### config.mk
export PLATFORM = sky130hd
export DESIGN_NAME = kmc_divider
export DESIGN_NICKNAME = d
export VERILOG_FILES = /design/src/sv/kmc_divider.sv
export SDC_FILE = /design/constraint.sdc
export NUM_CORES = 1
export LEC_CHECK = 0
export BUFFER_PORTS_ARGS = -buffer_cell sky130_fd_sc_hd__buf_2
export CORE_ASPECT_RATIO = 1.2
export CORE_MARGIN = 2
export CORE_UTILIZATION = 55
export DETAILED_ROUTE_END_ITERATION = 7
export PLACE_DENSITY = 0.89
export SLEW_MARGIN = 20
export SYNTH_ARGS = -nofsm -noshare
export SYNTH_HDL_FRONTEND = slang
export SYNTH_SLANG_ARGS = --single-unit
### constraint.sdc
create_clock -name aclk -period 6.7 [get_ports aclk]
set_input_delay 1.005 -clock aclk [delete_from_list [all_inputs] [get_ports aclk]]
set_output_delay 1.005 -clock aclk [all_outputs]
set_load 0.01 [all_outputs]
### src/sv/kmc_divider.sv
// Iterative signed divider, one quotient bit per cycle, truncating toward zero.
// Depends on nothing; a zero divisor gives a zero quotient.
`timescale 1ns / 1ps
`default_nettype none
module kmc_divider #(
    parameter int N = 27,
    parameter int D = 11
) (
    input  wire logic                aclk,
    input  wire logic                aresetn,
    input  wire logic                start,
    input  wire logic signed [N-1:0] dividend,
    input  wire logic [D-1:0]        divisor,
    output logic                     busy,
    output logic                     done,
    output logic signed [N-1:0]      quotient
);
    localparam int CW = $clog2(N + 1);

    logic [N-1:0]  mag_reg;
    logic [D-1:0]  rem_reg;
    logic [D-1:0]  dvs_reg;
    logic [CW-1:0] cnt_reg;
    logic          neg_reg;
    logic          zero_reg;
    logic          busy_reg;
    logic          done_reg;
    logic [D:0]    rem_sh;
    logic [D:0]    rem_sub;
    logic          q_bit;

    always_comb begin
        rem_sh  = {rem_reg, mag_reg[N-1]};
        rem_sub = rem_sh - {1'b0, dvs_reg};
        q_bit   = (rem_sh >= {1'b0, dvs_reg});
    end

    always_ff @(posedge aclk) begin
        if (!aresetn) begin
            busy_reg <= 1'b0;
            done_reg <= 1'b0;
        end else begin
            done_reg <= 1'b0;
            if (start) begin
                busy_reg <= 1'b1;
                cnt_reg  <= CW'(N);
                mag_reg  <= dividend[N-1] ? N'(-dividend) : dividend;
                neg_reg  <= dividend[N-1];
                zero_reg <= (divisor == '0);
                dvs_reg  <= divisor;
                rem_reg  <= '0;
            end else if (busy_reg) begin
                mag_reg <= {mag_reg[N-2:0], q_bit};
                rem_reg <= q_bit ? rem_sub[D-1:0] : rem_sh[D-1:0];
                cnt_reg <= cnt_reg - 1'b1;
                if (cnt_reg == CW'(1)) begin
                    busy_reg <= 1'b0;
                    done_reg <= 1'b1;
                end
            end
        end
    end

    assign busy     = busy_reg;
    assign done     = done_reg;
    assign quotient = zero_reg ? '0 : (neg_reg ? N'(-mag_reg) : mag_reg);

endmodule
`default_nettype wire

==> metrics, run 1 <==
status=complete, no violations; Die X=82.0 um; CP max FO=4; Final Max Tran Viols=0; Port Buffer Count=69; DRT antenna net count=0; initial antenna violation count=0; dpl hpwl=6550 um; Top Usage Layer GRT=met2; worst-skew pair later-pin latency=0.34 ns; synth top area cells=edfxtp_1 (42%), xor2_1 (8.9%), nor2_1 (6.8%); Fmax=0.246 GHz; WL per Instance=15.5 um; vias in the first global route=3,255; number of flip-flops in the largest register=27; clock sink total=58; # setup viols final=0; # H-tree levels=3; vias=3,449; Worst Setup Start Kind=flop; Synth area leader=edfxtp_1; core region area=7190 um2; layout cells sized above 1=0.180; area grow syn2layout=13.8%; # DRC=0; Mapped Cells=431; top-level I/O count=70; Most used DFF post-synth=edfxtp_1; first-pass GRT wire length=15,200 um; worst min-delay path class=flop to flop; Die Footprint=8010 um2; synthesized flop and latch total=58; Reg clk slew, reported paths=0.06 ns; slew margin rel.=0.312; cts repair resizes=0; Cell Area, Synth=4020 um2; Data required, critical path=5.69 ns; Seq/Total Area, Yosys=0.428; Cell variety after synth=49; Yosys warning total=0; largest net degree at the start of global routing=75; vias per inst=5.86; Clock Skews=0.00698 ns; die height=97.7 um; share of the synthesized area in the top cell type=0.418; leakage power=0.00188 uW; met2 usage=0.412; DRT iter0 DRCs=228; Rows=34; fill cell count=578; met3 usage=0.0390; CP Class=flop to output port; routability cong.=0.905; CP max stage delay=0.54 ns; hold_buf cts=0; TNS Setup=0 ns; Total GRT Usage=0.245; Final Power=970 uW; number of synthesized flops with an enable pin=56; most frequent cell after synthesis=nor2_1; Least-Margin Pin Slew=1.03 ns; crit end category=output port; Final period util=0.607; WHS=0.532 ns; root buf cell=clkbuf_8; crit path max-delay cell type=or4b_1; Synth top cells by count=nor2_1 (73), edfxtp_1 (56), xor2_1 (41); Placed Area=4430 um2; # Post-CTS Setup Buffers=0; Tmin final=4.07 ns; ant diodes=0; initial core utilization=0.559; final net count=552; total congestion overflow=0; WP data arrival=3.06 ns; number of max-cap violations=0; Pwr Density=212 nW/um2; final hold violations=0; routing usage on met1=0.313; number of CTS-inserted buffers=9; CTS tree=yes; Post-synth ARST share=0; critical path, cell by cell=inv_1, ha_1, or4b_1, nor4b_1, nand3_1, o31ai_1, xor2_1, nor2_1, buf_2; syn_nets=488; CP top delay family=simple AND/OR/NAND/NOR gates; Finished Cell Area=4580 um2; First-pass DRT Iterations=5; Post-Syn Area per Cell=9.33 um2; clock buffer depth=2; WP buf/inv=2; Max VDD drop=0.124 mV; RSZ-0062 raised after global routing=no; final WL=9110 um
## stage by stage
step | utilization | std cells | setup WS [ns]
finish | 0.636 | 589 | 2.63
global route | 0.636 | 589 | 2.38
CTS | 0.636 | 589 | 2.63
detailed placement | 0.616 | 574 | 3.01
global placement | 0.616 | 574 | 3.11
floorplan | - | 431 | 3.51
## power breakdown
group          internal [uW]  switching [uW]  leakage [uW]
sequential               437            26.9      0.000543
combinational            106             137       0.00126
clock                    127             136     0.0000808
## cells by family (layout without fill, tap and decap cells)
| kind of cell | after synthesis | in the layout | share of synthesized area |
|---|---|---|---|
| adder cells (fa/ha/maj) | 16 | 16 | 0.0517 |
| multiplexers | 9 | 9 | 0.0230 |
| flip-flops | 58 | 58 | 0.428 |
| buffers and inverters | 42 | 110 | 0.0395 |
| XOR/XNOR | 57 | 57 | 0.124 |
| AND/OR/NAND/NOR | 153 | 153 | 0.184 |
| AO/OA/AOI/OAI | 96 | 96 | 0.149 |
## path summary, 6_finish.rpt
kind / start / to / slack (ns) / cells after the start
setup / recovery: mag_reg[0] / quotient[24] / 2.63 / 9
hold / removal: busy / done / 0.53 / 1
setup reg to reg: mag_reg[26] / rem_reg[10] / 4.03 / 10
hold reg to reg: busy / done / 0.53 / 1
## layer usage
layer | part of all wire | vias up
met4 | 0.015 | 0
met2 | 0.52 | 134
met1 | 0.40 | 1632
met3 | 0.064 | 15
li1 | - | 1668
met5 | 0 | -
## area by class of cell
type / count / area [um2] / area share
Tap cell: 90 / 113 / 0.0246
Clock inverter: 5 / 22.5 / 0.00492
Sequential cell: 58 / 1720 / 0.376
Timing Repair Buffer: 71 / 360 / 0.0788
Inverter: 24 / 90.1 / 0.0197
Multi-Input combinational cell: 331 / 2140 / 0.468
Clock buffer: 10 / 128 / 0.0279
## worst reg2reg max path, delay by kind of cell (launching register included)
family / cells / cell delay, ns
fa+ha+maj: 2 / 0.65
compound gates: 4 / 0.75
simple gates: 2 / 0.52
buf+inv: 2 / 0.29
flops: 1 / 0.34
## cells in the final DEF (no fill, tap or decap), types with 2 or more instances in the layout
cell	count
or4_1	4
dfxtp_1	2
nor2b_1	7
nand2b_1	8
nor4b_1	2
nor2_1	73
or3_1	5
clkinv_2	3
mux2_2	2
or4b_1	2
nor3_1	9
buf_2	69
nand4b_1	2
clkinv_1	2
edfxtp_1	56
o211ai_1	2
nand4_1	2
xnor2_1	16
o31ai_1	13
o41ai_1	6
xor2_1	41
ha_1	15
nor4_1	5
o21ai_0	22
inv_1	24
a21oi_1	33
o21a_1	4
a21o_1	4
buf_4	2
nand2_1	22
nand3_1	5
mux2i_1	7
clkbuf_8	9
and3_1	2
Power figures use the tool's default switching activity.
==> run 2: changes to the inputs <==
==> constraint.sdc (replaced) <==
create_clock -name aclk -period 3.79 [get_ports aclk]
set_input_delay 0.5685 -clock aclk [delete_from_list [all_inputs] [get_ports aclk]]
set_output_delay 0.5685 -clock aclk [all_outputs]
set_load 0.01 [all_outputs]
==> run 2 against run 1 <==
  * Sequential power grew 77%
  * Worst hold slack worse by 0.12 ns
  * Sequential share of layout area decreased by 0.66 points
  * First-iteration DRC count shrank 7.0%
  * Combinational power rose by 78%
  * Sequential cell count is the same
  * Clock skew is 0.0013 ns higher
  * Register-to-register slack lost 2.9 ns
  * Die area did not move
  * Critical endpoint unchanged
  * Largest cell class unchanged
  * Largest power group unchanged
  * Highest routed layer unchanged
==> metrics, run 2 (same netlist as run 1, synthesis figures left out) <==
RSZ-0062 raised after global routing=no; critical path, cell by cell=inv_1, ha_1, or4b_1, nor4b_1, nand3_1, o31ai_1, xor2_1, nor2_1, buf_2; WP data arrival=3.01 ns (-0.05 ns); Detail Route met3 WL=716 um (+22%); number of flip-flops in the largest register=27 (unchanged); area grow syn2layout=15.8%; First-pass DRT Iterations=5 (unchanged); die height=97.7 um (unchanged); vias=3,480 (+0.90%); CP Depth=9 (unchanged); Reg clk slew, reported paths=0.07 ns (about the same); commonest cells after routing, fill and taps aside=nor2_1 (73), buf_2 (69), edfxtp_1 (56); largest net degree at the start of global routing=45 (-40%); dpl hpwl=6810 um (+4.0%); Die Footprint=8010 um2 (unchanged); cts repair resizes=0 (unchanged); total congestion overflow=0 (unchanged); Worst Setup Start Kind=flop; TNS Setup=0 ns (unchanged); Least-Margin Pin Slew=1.08 ns (+0.0503 ns); initial antenna violation count=0 (unchanged); Fmax=0.280 GHz; CTS tree=yes; WL per Instance=16.2 um (+4.6%); root buf cell=clkbuf_8; initial core utilization=0.559 (unchanged); hold depth=1 (unchanged); number of max-cap violations=0 (unchanged); commonest non-fill, non-tap cell in the layout=nor2_1; leakage power=0.00192 uW (+2.0%); Tmin final=3.57 ns; DRT met1 WL=3790 um (+3.4%); CP max FO=4 (unchanged); number of CTS-inserted buffers=9 (unchanged); crit end category=output port; Port Buffer Count=69 (unchanged); top-level I/O count=70 (unchanged); WP buf/inv=2 (unchanged); Final Max Tran Viols=0 (unchanged); Rows=34 (unchanged); crit path max-delay cell type=or4b_1; Max VDD drop=0.238 mV (+92%); Clock Skews=0.00828 ns (+0.00130 ns); vias in the first global route=3,331 (+2.3%); fill cell count=552 (-4.5%); layout cells sized above 1=0.184 (+0.00364); worst min-delay path class=input port to flop; CP Class=flop to output port; # DRC=0 (unchanged); Final period util=0.943; Finished Cell Area=4660 um2 (+1.8%); Pwr Density=417 nW/um2 (+97%); Data required, critical path=3.22 ns (-2.47 ns); Total GRT Usage=0.252 (+0.00637); Placed Area=4430 um2 (unchanged); Die X=82.0 um (unchanged); hold_buf cts=0 (unchanged); # setup viols final=0 (unchanged); final hold violations=0 (unchanged); routability cong.=0.886 (-2.1%); clock buffer depth=2 (unchanged); final WL=9540 um (+4.7%); r2r worst-path depth=10 (unchanged); worst-skew pair later-pin latency=0.34 ns (about the same); DRT iter0 DRCs=212 (-7.0%); # H-tree levels=3 (unchanged); DRT antenna net count=0 (unchanged); first-pass GRT wire length=15,500 um (+2.1%); ant diodes=0 (unchanged); vias per inst=5.90 (+0.73%); final net count=552 (unchanged); Core Util, Final=0.648 (+0.0113); slew margin rel.=0.278 (-0.0335); clock sink total=58 (unchanged); Final Power=1940 uW (+100%); CP max stage delay=0.54 ns (about the same); core region area=7190 um2 (unchanged); highest routed layer=met4; routed wl met2=4870 um (+3.3%); CP top delay family=simple AND/OR/NAND/NOR gates; status=complete, no violations; # Post-CTS Setup Buffers=0 (unchanged)
==> run 2: cell count changes in the layout (fill, tap and decap cells not counted), sizes merged <==
cell and change:
clkinv -1, bufinv +3, clkbuf -1
==> run 2: path summary, 6_finish.rpt <==
check,start,to,slack (ns)
worst min-delay path,divisor[8],dvs_reg[8],0.42
worst min register to register,busy,done,0.53
worst max register to register,mag_reg[26],rem_reg[10],1.12
worst max-delay path,mag_reg[0],quotient[24],0.22
==> run 2: final cells by class <==
type | instances | area, um2 | area share
multi-input combinational | 331 | 2140 | 0.460
sequential | 58 | 1720 | 0.370
timing repair buffer | 71 | 360 | 0.0774
clock buffer | 9 | 124 | 0.0266
tap | 90 | 113 | 0.0242
clock inverter | 7 | 108 | 0.0231
inverter | 24 | 90.1 | 0.0193
==> run 2: layer usage <==
layer | vias to the layer above | track usage
li1 | 1676 | -
met1 | 1630 | 0.319
met2 | 155 | 0.420
met3 | 19 | 0.0493
met4 | 0 | 0.0897
met5 | - | 0
==> run 2: report_power, final <==
| group | leakage [uW] | internal (uW) | total, uW | switching [uW] |
|---|---|---|---|---|
| sequential | 0.000543 | 772 | 820 | 48.2 |
| combinational | 0.00126 | 188 | 434 | 247 |
| clock | 0.000118 | 430 | 690 | 260 |
==> run 2: metrics by stage <==
step | std cells | setup WS (ns) | hold WS (ns)
5_1_grt | 590 | 0.0169 | 0.408
2_1_floorplan | 431 | 1.04 | 0.547
3_3_place_gp | 574 | 0.643 | 0.528
4_1_cts | 590 | 0.247 | 0.409
3_5_place_dp | 574 | 0.634 | 0.535
6_report | 590 | 0.215 | 0.416
